$ cat config.mk
export PLATFORM = sky130hd
export DESIGN_NAME = angle_height_pid_controller_flat
export DESIGN_NICKNAME = d
export VERILOG_FILES = /design/src/sv/ahpid_pkg.sv /design/src/sv/ahpid_if.sv /design/src/sv/ahpid_mul.sv /design/src/sv/ahpid_div.sv /design/src/sv/angle_height_pid_controller.sv /design/src/flat_wrapper.sv
export SDC_FILE = /design/constraint.sdc
export NUM_CORES = 2
export LEC_CHECK = 0
export BUFFER_PORTS_ARGS = -buffer_cell sky130_fd_sc_hd__buf_2
export CORE_AREA = 3 3 362 364
export CTS_BUF_LIST = sky130_fd_sc_hd__clkbuf_8
export DETAILED_ROUTE_END_ITERATION = 8
export DIE_AREA = 0 0 365 367
export PLACE_DENSITY = 0.72
export SYNTH_ARGS = -nofsm -noshare
export SYNTH_HDL_FRONTEND = slang
export SYNTH_SLANG_ARGS = --single-unit
export TNS_END_PERCENT = 100
$ cat constraint.sdc
create_clock -name clk -period 12.32 [get_ports clk]
set_clock_uncertainty 0.15 [all_clocks]
set_input_delay 0.616 -clock clk [delete_from_list [all_inputs] [get_ports clk]]
set_output_delay 0.616 -clock clk [all_outputs]
set_load 0.02 [all_outputs]
$ cat src/sv/ahpid_pkg.sv
// ahpid_pkg: widths, gains, register indexes and shared types for the
// angle and height pid controller. no dependencies.
`default_nettype none

package ahpid_pkg;

  // field widths
  localparam int DATA_W    = 32;
  localparam int YAW_W     = 20;
  localparam int THR_W     = 17;
  localparam int DT_W      = 17;
  localparam int CFG_IDX_W = 3;
  localparam int INTEG_W   = 48;
  localparam int ACC_W     = 64;

  // shared multiplier operand widths
  localparam int MUL_A_W = 33;
  localparam int MUL_B_W = 21;
  localparam int MUL_P_W = MUL_A_W + MUL_B_W;

  // serial divider
  localparam int DIV_Q_W   = 32;
  localparam int DIV_CNT_W = 6;
  localparam int DIV_N_W   = 33;

  // register indexes
  localparam logic [CFG_IDX_W-1:0] REG_ROLL   = 3'd0;
  localparam logic [CFG_IDX_W-1:0] REG_PITCH  = 3'd1;
  localparam logic [CFG_IDX_W-1:0] REG_YAW    = 3'd2;
  localparam logic [CFG_IDX_W-1:0] REG_HEIGHT = 3'd3;

  // gains in q8.24, hover and limits in q16.16
  localparam logic signed [MUL_B_W-1:0] KP_GAIN = 21'sd503316;
  localparam logic signed [MUL_B_W-1:0] KI_GAIN = 21'sd13422;
  localparam logic signed [MUL_B_W-1:0] KD_GAIN = 21'sd671089;
  localparam logic signed [40:0]        HOVER_Q16 = 41'sd38666;
  localparam logic signed [YAW_W-1:0]   YAW_LIMIT = 20'sd288358;
  localparam logic [THR_W-1:0]          ONE_Q16   = 17'd65536;

  // divider status toward the sequencer
  typedef struct packed {
    logic               done;
    logic               ovf;
    logic [DIV_Q_W-1:0] quot;
  } ahpid_div_t;

endpackage

`default_nettype wire

$ cat src/sv/ahpid_if.sv
// ahpid channel interfaces: measurement input, command output and
// setpoint write port. depends on ahpid_pkg.
`default_nettype none

interface ahpid_in_if;
  import ahpid_pkg::*;
  logic                     valid;
  logic                     ready;
  logic signed [DATA_W-1:0] yaw_measured;
  logic signed [DATA_W-1:0] height_measured;
  logic [DT_W-1:0]          time_step;
  modport source(output valid, yaw_measured, height_measured, time_step, input ready);
  modport sink(input valid, yaw_measured, height_measured, time_step, output ready);
endinterface

interface ahpid_out_if;
  import ahpid_pkg::*;
  logic                     valid;
  logic                     ready;
  logic signed [DATA_W-1:0] roll_command;
  logic signed [DATA_W-1:0] pitch_command;
  logic signed [YAW_W-1:0]  yaw_rate_command;
  logic [THR_W-1:0]         throttle_command;
  logic                     throttle_clamped;
  modport source(output valid, roll_command, pitch_command, yaw_rate_command,
                 throttle_command, throttle_clamped, input ready);
  modport sink(input valid, roll_command, pitch_command, yaw_rate_command,
               throttle_command, throttle_clamped, output ready);
endinterface

interface ahpid_cfg_if;
  import ahpid_pkg::*;
  logic                 valid;
  logic                 ready;
  logic [CFG_IDX_W-1:0] index;
  logic [DATA_W-1:0]    data;
  modport source(output valid, index, data, input ready);
  modport sink(input valid, index, data, output ready);
endinterface

`default_nettype wire

$ cat src/sv/ahpid_mul.sv
// ahpid_mul: shared signed multiplier with a registered product.
// depends on ahpid_pkg.
`default_nettype none

module ahpid_mul (
  input  wire logic                                  clk,
  input  wire logic signed [ahpid_pkg::MUL_A_W-1:0]  a,
  input  wire logic signed [ahpid_pkg::MUL_B_W-1:0]  b,
  output logic signed [ahpid_pkg::MUL_P_W-1:0]       prod_r
);
  import ahpid_pkg::*;

  // one product per cycle; the product is registered and appears in the next cycle
  always_ff @(posedge clk) begin
    prod_r <= a * b;
  end

endmodule

`default_nettype wire

$ cat src/sv/ahpid_div.sv
// ahpid_div: restoring divider, one quotient bit per cycle, for the
// derivative term (|diff| << 16) / dt. depends on ahpid_pkg.
`default_nettype none

module ahpid_div (
  input  wire logic                              clk,
  input  wire logic                              rst_n,
  input  wire logic                              start,
  input  wire logic [ahpid_pkg::DIV_N_W-1:0]     num_mag,
  input  wire logic [ahpid_pkg::DT_W-1:0]        den,
  output ahpid_pkg::ahpid_div_t                  res
);
  import ahpid_pkg::*;

  logic                 busy_r;
  logic [DIV_CNT_W-1:0] cnt_r;
  logic [DT_W-1:0]      rem_r;
  logic [DIV_Q_W-1:0]   lo_r;
  logic [DIV_Q_W-1:0]   quot_r;
  logic                 ovf_r;
  logic [DT_W:0]        trial;
  logic [DT_W:0]        trial_sub;
  logic                 fits;

  // trial subtract of the next dividend bit
  assign trial     = {rem_r, lo_r[DIV_Q_W-1]};
  assign fits      = trial >= {1'b0, den};
  assign trial_sub = trial - {1'b0, den};

  // iteration control
  always_ff @(posedge clk) begin
    if (!rst_n) begin
      busy_r <= 1'b0;
      cnt_r  <= '0;
    end else if (start) begin
      busy_r <= 1'b1;
      cnt_r  <= DIV_CNT_W'(DIV_Q_W);
    end else if (busy_r) begin
      cnt_r <= cnt_r - 1'b1;
      if (cnt_r == DIV_CNT_W'(1)) begin
        busy_r <= 1'b0;
      end
    end
  end

  // remainder and quotient; quotient of 2^32 or more is flagged up front
  always_ff @(posedge clk) begin
    if (start) begin
      rem_r  <= num_mag[DIV_N_W-1:16];
      lo_r   <= {num_mag[15:0], 16'h0000};
      quot_r <= '0;
      ovf_r  <= num_mag >= {den, 16'h0000};
    end else if (busy_r) begin
      rem_r  <= fits ? trial_sub[DT_W-1:0] : trial[DT_W-1:0];
      lo_r   <= {lo_r[DIV_Q_W-2:0], 1'b0};
      quot_r <= {quot_r[DIV_Q_W-2:0], fits};
    end
  end

  assign res.done = !busy_r;
  assign res.ovf  = ovf_r;
  assign res.quot = quot_r;

endmodule

`default_nettype wire

$ cat src/sv/angle_height_pid_controller.sv
// angle_height_pid_controller: top level with setpoint registers, pid state
// and the sequencer over ahpid_mul and ahpid_div. depends on ahpid_pkg, ahpid_if.
//
//   channel  dir  handshake     payload
//   in_ch    in   valid/ready   yaw_measured, height_measured, time_step
//   out_ch   out  valid/ready   roll, pitch, yaw_rate, throttle, throttle_clamped
//   cfg_ch   in   valid/ready   index, data (setpoint write)
//
// the time from acceptance to result is set by the 32-step serial divider of
// the derivative term, skipped with a zero derivative on the first tick after
// reset or a setpoint write, or for a zero time step. the next request is
// taken the cycle after the result is loaded.
// in_ch.ready is high only while the sequencer is idle; the result sits in an
// output register, so a stalled out_ch only holds the block at its last step.
// synchronous active-low reset clears setpoints, integral, last error and sets
// the first-tick flag; cfg_ch is always ready.
`default_nettype none

module angle_height_pid_controller (
  input  wire logic  clk,
  input  wire logic  rst_n,
  ahpid_in_if.sink   in_ch,
  ahpid_out_if.source out_ch,
  ahpid_cfg_if.sink  cfg_ch
);
  import ahpid_pkg::*;

  localparam logic [3:0] S_IDLE   = 4'd0;
  localparam logic [3:0] S_ERR    = 4'd1;
  localparam logic [3:0] S_PINC   = 4'd2;
  localparam logic [3:0] S_INTEG  = 4'd3;
  localparam logic [3:0] S_MI_LO  = 4'd4;
  localparam logic [3:0] S_MI_HI  = 4'd5;
  localparam logic [3:0] S_MI_HI2 = 4'd6;
  localparam logic [3:0] S_DWAIT  = 4'd7;
  localparam logic [3:0] S_MD     = 4'd8;
  localparam logic [3:0] S_MD_ACC = 4'd9;
  localparam logic [3:0] S_SUM    = 4'd10;
  localparam logic [3:0] S_AW     = 4'd11;
  localparam logic [3:0] S_OUT    = 4'd12;

  logic [3:0] state_r;
  logic [3:0] state_nxt;

  // setpoints and pid state
  logic signed [DATA_W-1:0]  sp_roll_r;
  logic signed [DATA_W-1:0]  sp_pitch_r;
  logic signed [DATA_W-1:0]  sp_yaw_r;
  logic signed [DATA_W-1:0]  sp_height_r;
  logic signed [INTEG_W-1:0] integ_r;
  logic signed [DATA_W-1:0]  prev_r;
  logic                      first_r;

  // working registers
  logic signed [DATA_W-1:0] yaw_in_r;
  logic signed [DATA_W-1:0] hgt_in_r;
  logic [DT_W-1:0]          dt_r;
  logic signed [DATA_W-1:0] err_r;
  logic signed [YAW_W-1:0]  yaw_rate_r;
  logic                     skip_r;
  logic                     dsign_r;
  logic signed [DATA_W-1:0] deriv_r;
  logic signed [ACC_W-1:0]  acc_r;
  logic signed [40:0]       desired_r;

  // output register
  logic                     out_valid_r;
  logic signed [DATA_W-1:0] out_roll_r;
  logic signed [DATA_W-1:0] out_pitch_r;
  logic signed [YAW_W-1:0]  out_yaw_r;
  logic [THR_W-1:0]         out_thr_r;
  logic                     out_clamp_r;

  logic in_acc;
  logic cfg_acc;
  logic out_load;

  logic signed [DATA_W:0]    yaw_diff;
  logic signed [35:0]        yaw_ext;
  logic signed [35:0]        yaw_x6;
  logic signed [YAW_W-1:0]   yaw_sat;
  logic signed [DATA_W:0]    hgt_diff;
  logic signed [DATA_W-1:0]  err_sat;
  logic signed [DATA_W:0]    d_diff;
  logic [DIV_N_W-1:0]        d_mag;
  logic signed [MUL_A_W-1:0] mul_a;
  logic signed [MUL_B_W-1:0] mul_b;
  logic signed [MUL_P_W-1:0] prod_r;
  logic signed [ACC_W-1:0]   prod_ext;
  logic signed [INTEG_W:0]   int_sum;
  logic signed [INTEG_W-1:0] int_sat;
  logic                      div_start;
  ahpid_div_t                div_res;
  logic                      q_big;
  logic signed [DATA_W-1:0]  deriv_sat;
  logic [THR_W-1:0]          thr;
  logic                      thr_clamp;
  logic signed [40:0]        excess;
  logic signed [INTEG_W+1:0] aw_sum;
  logic signed [INTEG_W-1:0] aw_sat;

  assign in_acc   = in_ch.valid && in_ch.ready;
  assign cfg_acc  = cfg_ch.valid && cfg_ch.ready;
  assign out_load = (state_r == S_OUT) && (!out_valid_r || out_ch.ready);

  assign in_ch.ready  = (state_r == S_IDLE);
  assign cfg_ch.ready = 1'b1;

  // yaw proportional loop: 6 * error, clamped to the rate limit
  assign yaw_diff = {sp_yaw_r[DATA_W-1], sp_yaw_r} - {yaw_in_r[DATA_W-1], yaw_in_r};
  assign yaw_ext  = {{3{yaw_diff[DATA_W]}}, yaw_diff};
  assign yaw_x6   = (yaw_ext <<< 2) + (yaw_ext <<< 1);
  always_comb begin
    if (yaw_x6 > 36'sd288358) begin
      yaw_sat = YAW_LIMIT;
    end else if (yaw_x6 < -36'sd288358) begin
      yaw_sat = -YAW_LIMIT;
    end else begin
      yaw_sat = yaw_x6[YAW_W-1:0];
    end
  end

  // height error saturated to 32 bits
  assign hgt_diff = {sp_height_r[DATA_W-1], sp_height_r} - {hgt_in_r[DATA_W-1], hgt_in_r};
  always_comb begin
    if (hgt_diff[DATA_W] != hgt_diff[DATA_W-1]) begin
      err_sat = hgt_diff[DATA_W] ? {1'b1, {(DATA_W-1){1'b0}}} : {1'b0, {(DATA_W-1){1'b1}}};
    end else begin
      err_sat = hgt_diff[DATA_W-1:0];
    end
  end

  // error difference for the derivative, as sign and magnitude
  assign d_diff = {err_r[DATA_W-1], err_r} - {prev_r[DATA_W-1], prev_r};
  assign d_mag  = d_diff[DATA_W] ? DIV_N_W'(-d_diff) : DIV_N_W'(d_diff);
  assign div_start = (state_r == S_PINC) && !skip_r;

  // shared multiplier operand select
  always_comb begin
    case (state_r)
      S_PINC: begin
        mul_a = {err_r[DATA_W-1], err_r};
        mul_b = {{(MUL_B_W-DT_W){1'b0}}, dt_r};
      end
      S_INTEG: begin
        mul_a = {err_r[DATA_W-1], err_r};
        mul_b = KP_GAIN;
      end
      S_MI_LO: begin
        mul_a = {{(MUL_A_W-24){1'b0}}, integ_r[23:0]};
        mul_b = KI_GAIN;
      end
      S_MI_HI: begin
        mul_a = {{(MUL_A_W-24){integ_r[INTEG_W-1]}}, integ_r[INTEG_W-1:24]};
        mul_b = KI_GAIN;
      end
      S_MD: begin
        mul_a = {deriv_r[DATA_W-1], deriv_r};
        mul_b = KD_GAIN;
      end
      default: begin
        mul_a = {err_r[DATA_W-1], err_r};
        mul_b = '0;
      end
    endcase
  end

  ahpid_mul u_mul (
    .clk    (clk),
    .a      (mul_a),
    .b      (mul_b),
    .prod_r (prod_r)
  );

  ahpid_div u_div (
    .clk     (clk),
    .rst_n   (rst_n),
    .start   (div_start),
    .num_mag (d_mag),
    .den     (dt_r),
    .res     (div_res)
  );

  assign prod_ext = {{(ACC_W-MUL_P_W){prod_r[MUL_P_W-1]}}, prod_r};

  // integral increment, floor of (err * dt) >> 16, saturated to 48 bits
  assign int_sum = {integ_r[INTEG_W-1], integ_r}
                 + {{(INTEG_W+1-(MUL_P_W-16)){prod_r[MUL_P_W-1]}}, prod_r[MUL_P_W-1:16]};
  always_comb begin
    if (int_sum[INTEG_W] != int_sum[INTEG_W-1]) begin
      int_sat = int_sum[INTEG_W] ? {1'b1, {(INTEG_W-1){1'b0}}} : {1'b0, {(INTEG_W-1){1'b1}}};
    end else begin
      int_sat = int_sum[INTEG_W-1:0];
    end
  end

  // derivative: signed quotient saturated to 32 bits
  assign q_big = div_res.ovf || div_res.quot[DIV_Q_W-1];
  always_comb begin
    if (dsign_r) begin
      deriv_sat = q_big ? {1'b1, {(DATA_W-1){1'b0}}} : -$signed(div_res.quot);
    end else begin
      deriv_sat = q_big ? {1'b0, {(DATA_W-1){1'b1}}} : $signed(div_res.quot);
    end
  end

  // throttle clamp to 0..1
  always_comb begin
    if (desired_r[40]) begin
      thr       = '0;
      thr_clamp = 1'b1;
    end else if (desired_r > 41'sd65536) begin
      thr       = ONE_Q16;
      thr_clamp = 1'b1;
    end else begin
      thr       = desired_r[THR_W-1:0];
      thr_clamp = 1'b0;
    end
  end

  // back-calculation: integral minus twice the clamp excess
  assign excess = desired_r - {{(41-THR_W){1'b0}}, thr};
  assign aw_sum = {{2{integ_r[INTEG_W-1]}}, integ_r} - {{8{excess[40]}}, excess, 1'b0};
  always_comb begin
    if (aw_sum[INTEG_W+1:INTEG_W-1] != 3'b000 && aw_sum[INTEG_W+1:INTEG_W-1] != 3'b111) begin
      aw_sat = aw_sum[INTEG_W+1] ? {1'b1, {(INTEG_W-1){1'b0}}} : {1'b0, {(INTEG_W-1){1'b1}}};
    end else begin
      aw_sat = aw_sum[INTEG_W-1:0];
    end
  end

  // sequencer
  always_comb begin
    state_nxt = state_r;
    case (state_r)
      S_IDLE:   if (in_acc) state_nxt = S_ERR;
      S_ERR:    state_nxt = S_PINC;
      S_PINC:   state_nxt = S_INTEG;
      S_INTEG:  state_nxt = S_MI_LO;
      S_MI_LO:  state_nxt = S_MI_HI;
      S_MI_HI:  state_nxt = S_MI_HI2;
      S_MI_HI2: state_nxt = S_DWAIT;
      S_DWAIT:  if (skip_r || div_res.done) state_nxt = S_MD;
      S_MD:     state_nxt = S_MD_ACC;
      S_MD_ACC: state_nxt = S_SUM;
      S_SUM:    state_nxt = S_AW;
      S_AW:     state_nxt = S_OUT;
      S_OUT:    if (out_load) state_nxt = S_IDLE;
      default:  state_nxt = S_IDLE;
    endcase
  end

  always_ff @(posedge clk) begin
    if (!rst_n) begin
      state_r <= S_IDLE;
    end else begin
      state_r <= state_nxt;
    end
  end

  // setpoints and pid state; a write to indexes 0..3 restarts the height loop
  always_ff @(posedge clk) begin
    if (!rst_n) begin
      sp_roll_r   <= '0;
      sp_pitch_r  <= '0;
      sp_yaw_r    <= '0;
      sp_height_r <= '0;
      integ_r     <= '0;
      prev_r      <= '0;
      first_r     <= 1'b1;
    end else if (cfg_acc && cfg_ch.index <= REG_HEIGHT) begin
      case (cfg_ch.index)
        REG_ROLL:   sp_roll_r   <= cfg_ch.data;
        REG_PITCH:  sp_pitch_r  <= cfg_ch.data;
        REG_YAW:    sp_yaw_r    <= cfg_ch.data;
        REG_HEIGHT: sp_height_r <= cfg_ch.data;
        default:    sp_roll_r   <= sp_roll_r;
      endcase
      integ_r <= '0;
      prev_r  <= '0;
      first_r <= 1'b1;
    end else if (state_r == S_INTEG) begin
      integ_r <= int_sat;
    end else if (state_r == S_AW) begin
      integ_r <= aw_sat;
      prev_r  <= err_r;
      first_r <= 1'b0;
    end
  end

  // datapath working registers
  always_ff @(posedge clk) begin
    if (in_acc) begin
      yaw_in_r <= in_ch.yaw_measured;
      hgt_in_r <= in_ch.height_measured;
      dt_r     <= in_ch.time_step;
    end
    case (state_r)
      S_ERR: begin
        err_r      <= err_sat;
        yaw_rate_r <= yaw_sat;
        skip_r     <= first_r || (dt_r == '0);
      end
      S_PINC:   dsign_r <= d_diff[DATA_W];
      S_MI_LO:  acc_r   <= prod_ext;
      S_MI_HI:  acc_r   <= acc_r + prod_ext;
      S_MI_HI2: acc_r   <= acc_r + (prod_ext <<< 24);
      S_DWAIT:  deriv_r <= skip_r ? '0 : deriv_sat;
      S_MD_ACC: acc_r   <= acc_r + prod_ext;
      S_SUM:    desired_r <= HOVER_Q16 + {acc_r[ACC_W-1], acc_r[ACC_W-1:24]};
      default:  acc_r   <= acc_r;
    endcase
  end

  // output register
  always_ff @(posedge clk) begin
    if (!rst_n) begin
      out_valid_r <= 1'b0;
    end else if (out_load) begin
      out_valid_r <= 1'b1;
    end else if (out_ch.ready) begin
      out_valid_r <= 1'b0;
    end
  end

  always_ff @(posedge clk) begin
    if (out_load) begin
      out_roll_r  <= sp_roll_r;
      out_pitch_r <= sp_pitch_r;
      out_yaw_r   <= yaw_rate_r;
      out_thr_r   <= thr;
      out_clamp_r <= thr_clamp;
    end
  end

  assign out_ch.valid            = out_valid_r;
  assign out_ch.roll_command     = out_roll_r;
  assign out_ch.pitch_command    = out_pitch_r;
  assign out_ch.yaw_rate_command = out_yaw_r;
  assign out_ch.throttle_command = out_thr_r;
  assign out_ch.throttle_clamped = out_clamp_r;

`ifndef SYNTHESIS
  // throttle never leaves 0..1
  a_thr_range: assert property (@(posedge clk) disable iff (!rst_n)
    out_valid_r |-> out_thr_r <= ONE_Q16)
    else $error("throttle above one");

  // an interior throttle is never flagged as clamped
  a_clamp_flag: assert property (@(posedge clk) disable iff (!rst_n)
    (out_valid_r && out_thr_r != '0 && out_thr_r != ONE_Q16) |-> !out_clamp_r)
    else $error("clamp flag on unclamped throttle");

  // yaw rate stays within the limit
  a_yaw_range: assert property (@(posedge clk) disable iff (!rst_n)
    out_valid_r |-> (out_yaw_r <= YAW_LIMIT) && (out_yaw_r >= -YAW_LIMIT))
    else $error("yaw rate beyond limit");

  // divider is finished whenever the sequencer is idle
  a_div_idle: assert property (@(posedge clk) disable iff (!rst_n)
    (state_r == S_IDLE) |-> div_res.done)
    else $error("divider busy while idle");

  // an accepted request blocks the next one
  a_busy_after_req: assert property (@(posedge clk) disable iff (!rst_n)
    in_acc |=> !in_ch.ready)
    else $error("ready right after request");
`endif

endmodule

`default_nettype wire

$ cat src/flat_wrapper.sv
// flat-port wrapper written by rule: the top's interface ports become plain ports
module angle_height_pid_controller_flat import ahpid_pkg::*;
  (clk, rst_n, in_ch_valid, in_ch_yaw_measured, in_ch_height_measured, in_ch_time_step, in_ch_ready, out_ch_valid, out_ch_roll_command, out_ch_pitch_command, out_ch_yaw_rate_command, out_ch_throttle_command, out_ch_throttle_clamped, out_ch_ready, cfg_ch_valid, cfg_ch_index, cfg_ch_data, cfg_ch_ready);
  ahpid_in_if in_ch_i ();
  ahpid_out_if out_ch_i ();
  ahpid_cfg_if cfg_ch_i ();
  input  wire logic clk;
  input  wire logic rst_n;
  input wire logic [$bits(in_ch_i.valid)-1:0] in_ch_valid;
  input wire logic [$bits(in_ch_i.yaw_measured)-1:0] in_ch_yaw_measured;
  input wire logic [$bits(in_ch_i.height_measured)-1:0] in_ch_height_measured;
  input wire logic [$bits(in_ch_i.time_step)-1:0] in_ch_time_step;
  output wire logic [$bits(in_ch_i.ready)-1:0] in_ch_ready;
  output wire logic [$bits(out_ch_i.valid)-1:0] out_ch_valid;
  output wire logic [$bits(out_ch_i.roll_command)-1:0] out_ch_roll_command;
  output wire logic [$bits(out_ch_i.pitch_command)-1:0] out_ch_pitch_command;
  output wire logic [$bits(out_ch_i.yaw_rate_command)-1:0] out_ch_yaw_rate_command;
  output wire logic [$bits(out_ch_i.throttle_command)-1:0] out_ch_throttle_command;
  output wire logic [$bits(out_ch_i.throttle_clamped)-1:0] out_ch_throttle_clamped;
  input wire logic [$bits(out_ch_i.ready)-1:0] out_ch_ready;
  input wire logic [$bits(cfg_ch_i.valid)-1:0] cfg_ch_valid;
  input wire logic [$bits(cfg_ch_i.index)-1:0] cfg_ch_index;
  input wire logic [$bits(cfg_ch_i.data)-1:0] cfg_ch_data;
  output wire logic [$bits(cfg_ch_i.ready)-1:0] cfg_ch_ready;
  assign in_ch_i.valid = in_ch_valid;
  assign in_ch_i.yaw_measured = in_ch_yaw_measured;
  assign in_ch_i.height_measured = in_ch_height_measured;
  assign in_ch_i.time_step = in_ch_time_step;
  assign in_ch_ready = in_ch_i.ready;
  assign out_ch_valid = out_ch_i.valid;
  assign out_ch_roll_command = out_ch_i.roll_command;
  assign out_ch_pitch_command = out_ch_i.pitch_command;
  assign out_ch_yaw_rate_command = out_ch_i.yaw_rate_command;
  assign out_ch_throttle_command = out_ch_i.throttle_command;
  assign out_ch_throttle_clamped = out_ch_i.throttle_clamped;
  assign out_ch_i.ready = out_ch_ready;
  assign cfg_ch_i.valid = cfg_ch_valid;
  assign cfg_ch_i.index = cfg_ch_index;
  assign cfg_ch_i.data = cfg_ch_data;
  assign cfg_ch_ready = cfg_ch_i.ready;
  angle_height_pid_controller u_core (.clk(clk), .rst_n(rst_n), .in_ch(in_ch_i), .out_ch(out_ch_i), .cfg_ch(cfg_ch_i));
endmodule
==> impl_metrics.py <==
metrics = {
    "outcome": {
        "outcome": "finished, final reports clean",
    },
    "layout": {
        "drive_gt1_share_pct": 7.12,
        "fill_cells": 11000,
        "area_growth_pct": 9.64,
        "finish.utilization_pct": 60.5,
        "fin_nets": 9611,
        "area.sequential_mm2": 0.0183,
        "final_cells": 10100,
        "multiInputGateArea_mm2": 0.0472,
    },
    "clocking": {
        "numCtsBuffers": 135,
        "cts-root-buf": "clkbuf_8",
        "clock_sinks": 713,
        "worstSkewPairLatency_ns": 0.88,
        "htreeDepth": 4,
        "cts_tree": "done",
        "clkTransAtPathRegs_ns": 0.05,
        "clock_path_buffers": 3,
        "cts-resized-gates": 0,
    },
    "die": {
        "rows": 131,
        "die_h_um": 367,
        "die_area_mm2": 0.134,
        "core-area_mm2": 0.128,
        "fp.dieW_um": 365,
        "io_pins": 226,
        "start_util_pct": 55.2,
    },
    "grt": {
        "grt.total_usage_pct": 34.4,
        "grt_pass1_vias": 60200,
        "grt_start_max_net_pins": 87,
        "grt_remaining_overflow": 0,
        "grt_pass1_wl_mm": 354,
        "antenna_found_initial": 9,
    },
    "critical_path": {
        "crit_required_ns": 12.88,
        "cpLargestDelayFamily": "adder cells",
        "end_kind": "register",
        "worstPathArrival_ns": 11.45,
        "crit_path_max_fanout": 26,
        "timing.rr.start": "u_core.state_r[3]",
        "cp_slowest_cell": "a21oi_1",
        "start_kind": "register",
        "path_class": "register to register",
        "cp-startpoint": "u_core.state_r[3]",
        "critical_path_buf_inv_count": 8,
        "critPathMaxStageDelay_ns": 0.92,
    },
    "route": {
        "ant_nets": 0,
        "drc": 0,
        "drt_iter0_markers": 5612,
        "vias": 60900,
        "drtPass1Iterations": 8,
        "finalWirelength_mm": 231,
        "via_per_inst": 6.02,
        "wire_per_inst_um": 22.8,
    },
    "yosys": {
        "netlist_instances": 8096,
        "yosys_register_bits": 713,
        "ys_seq_area_share_pct": 26.0,
        "netlist.area_leader.share_pct": 18.5,
        "synth_async_sr_flop_share_pct": 0,
        "synth_edf_count": 406,
        "ys_top_cells_by_area": "fa_1 (18%), edfxtp_1 (17%), ha_1 (9.1%), dfxtp_1 (8.7%), nand2_1 (5.5%)",
        "synth_compound_area_share_pct": 17.0,
        "syn_nets": 9378,
        "syn_area_per_cell_um2": 8.70,
        "netlist_area_mm2": 0.0704,
        "synth-xor-area-share_pct": 5.89,
        "synth_top_family_by_area": "adder cells",
        "synth_top_flop_cell": "edfxtp_1",
        "yosysWarningCount": 0,
        "synth_fa_ha_area_share_pct": 27.6,
        "synth_common_cells": "nand2_1 (1,036), inv_1 (1,023), nor2_1 (752)",
        "synth-simple-area-share_pct": 15.7,
        "synth_cell_type_count": 107,
        "synth_mux_area_share_pct": 0.632,
        "yosysMostFrequentCell": "nand2_1",
        "synth_top_area_cell": "fa_1",
    },
    "sta": {
        "post-route-period-util_pct": 88.4,
        "fin_tns_setup_ns": 0,
        "fin_crit_ns": 10.89,
        "tightest_slew_ns": 1.21,
        "max_freq_ghz": 0.0918,
        "hold_viol_final": 0,
        "max_slew_margin_pct": 18.0,
        "maxSlewViolCount": 0,
        "setup_viol": 0,
        "rsz0062_at_grt": "false",
    },
    "pwr": {
        "p_leak_nw": 34.6,
        "total_power_mw": 12.0,
        "p_per_area_mw_per_mm2": 156,
        "max-vdd-ir-drop_uv": 146,
        "seqPwrFrac_pct": 25.8,
        "p_clk_share_pct": 21.5,
        "combPwrFrac_pct": 52.8,
        "internal_power_mw": 6.61,
        "switchingPower_mw": 5.42,
        "p_sw_share_pct": 45.1,
    },
    "min_path": {
        "min_path_type": "input pin to register",
        "min_from": "out_ch_ready",
    },
    "place": {
        "post-place-cells": 9741,
        "place_congestion": 1.02,
        "portBuffers": 223,
        "hpwl_mm": 179,
    },
    "flow_run": {
        "drv_cap": 0,
    },
}
## stage by stage
step           hold WS (ns)  area, um^2  setup slack (ns)
6_report             0.0913       77200              1.43
3_3_place_gp          0.251       73100              1.78
4_1_cts             0.00293       77200              1.58
3_5_place_dp          0.255       73100              1.62
2_1_floorplan         0.250       70400              3.43
5_1_grt              0.0653       77200             0.642
## area by class of cell
type                       count  share of cell area (%)
tap                         1662                    2.69
antenna                        5                  0.0162
inverter                    1026                    4.99
sequential                   713                    23.7
timing repair buffer         408                    3.61
clock buffer                 159                    2.83
multi-input combinational   6045                    61.1
clock inverter                89                    1.03
## cells by family (layout without fill, tap and decap cells)
logic type | after synthesis | after routing
flops | 713 | 713
xor+xnor | 474 | 474
other cells | 2 | 7
mux | 44 | 44
compound gates | 1868 | 1868
fa+ha+maj | 1164 | 1164
simple gates | 2493 | 2493
buf+inv | 1338 | 1682
## state kept, by name, summed over array words and instances (netlist names), 17 cells and up
name	count
u_core.acc_r	64
u_core.u_mul.prod_r	54
u_core.integ_r	48
u_core.desired_r	41
u_core.deriv_r	32
u_core.err_r	32
u_core.hgt_in_r	32
u_core.out_ch.pitch_command	32
u_core.out_ch.roll_command	32
u_core.prev_r	32
u_core.sp_height_r	32
u_core.sp_pitch_r	32
u_core.sp_roll_r	32
u_core.sp_yaw_r	32
u_core.u_div.quot_r	32
u_core.yaw_in_r	32
u_core.out_ch.yaw_rate_command	19
u_core.yaw_rate_r	19
u_core.dt_r	17
u_core.out_ch.throttle_command	17
u_core.u_div.rem_r	17
## final timing paths
check,slack (ns),cells after the start,to
max,1.43,30,u_core.u_mul.prod_r[51]
min,0.09,3,u_core.out_ch.valid
max reg2reg,1.43,30,u_core.u_mul.prod_r[51]
min reg2reg,0.26,0,u_core.out_ch.yaw_rate_command[19]
## power by group through the flow
stage | clock, mW | sequential, mW | combinational [mW]
2_1_floorplan | 0 | 2.90 | 4.65
3_3_place_gp | 0 | 3.13 | 6.12
3_5_place_dp | 0 | 3.13 | 6.20
4_1_cts | 2.62 | 3.08 | 6.27
5_1_grt | 2.74 | 3.10 | 7.06
6_report | 2.58 | 3.10 | 6.35
## cells in the final DEF (no fill, tap or decap), types with 31 or more instances in the layout
master / Yosys / routed
edfxtp_1: 406 / 406
dlygate4sd3_1: 0 / 113
nand2b_1: 83 / 82
nor2_1: 752 / 748
and2_1: 36 / 33
xnor2_1: 287 / 287
dfxtp_1: 307 / 306
o31ai_1: 38 / 38
o21ai_0: 407 / 401
a21o_1: 198 / 198
nand3_1: 121 / 121
mux2i_1: 42 / 42
a21oi_1: 536 / 530
fa_1: 650 / 650
or3_1: 39 / 39
xor2_1: 187 / 187
nand4_1: 82 / 82
a31oi_1: 57 / 57
inv_1: 1023 / 1049
nor4_1: 33 / 31
buf_2: 7 / 222
ha_1: 511 / 511
o211ai_1: 32 / 32
buf_4: 2 / 73
clkbuf_8: 0 / 159
o21bai_1: 43 / 43
nand2_1: 1036 / 1034
and4_1: 33 / 33
a211oi_1: 37 / 37
nor3_1: 98 / 92
a21boi_0: 146 / 146
o21a_1: 99 / 99
and3_1: 46 / 46
nor2b_1: 62 / 61
## worst min-delay path, delay by kind of cell
| family | cells | cell delay [ns] |
|---|---|---|
| AO/OA/AOI/OAI | 1 | 0.22 |
| buffers and inverters | 1 | 0.07 |
| AND/OR/NAND/NOR | 1 | 0.12 |
## metal layers
metal | GRT usage, % | wire, um | vias to the layer above
li1 | - | - | 27800
met2 | 54.5 | 105000 | 2698
met5 | 0 | 44 | -
met4 | 20.4 | 16100 | 6
met1 | 42.9 | 89400 | 29600
met3 | 7.72 | 20200 | 698
## what timing repair did
action / in CTS / in global routing
setup buffers: 0 / 0
hold buffers: 113 / 0
hold endpoints to repair: 209 / 0
Power figures use the tool's default switching activity.
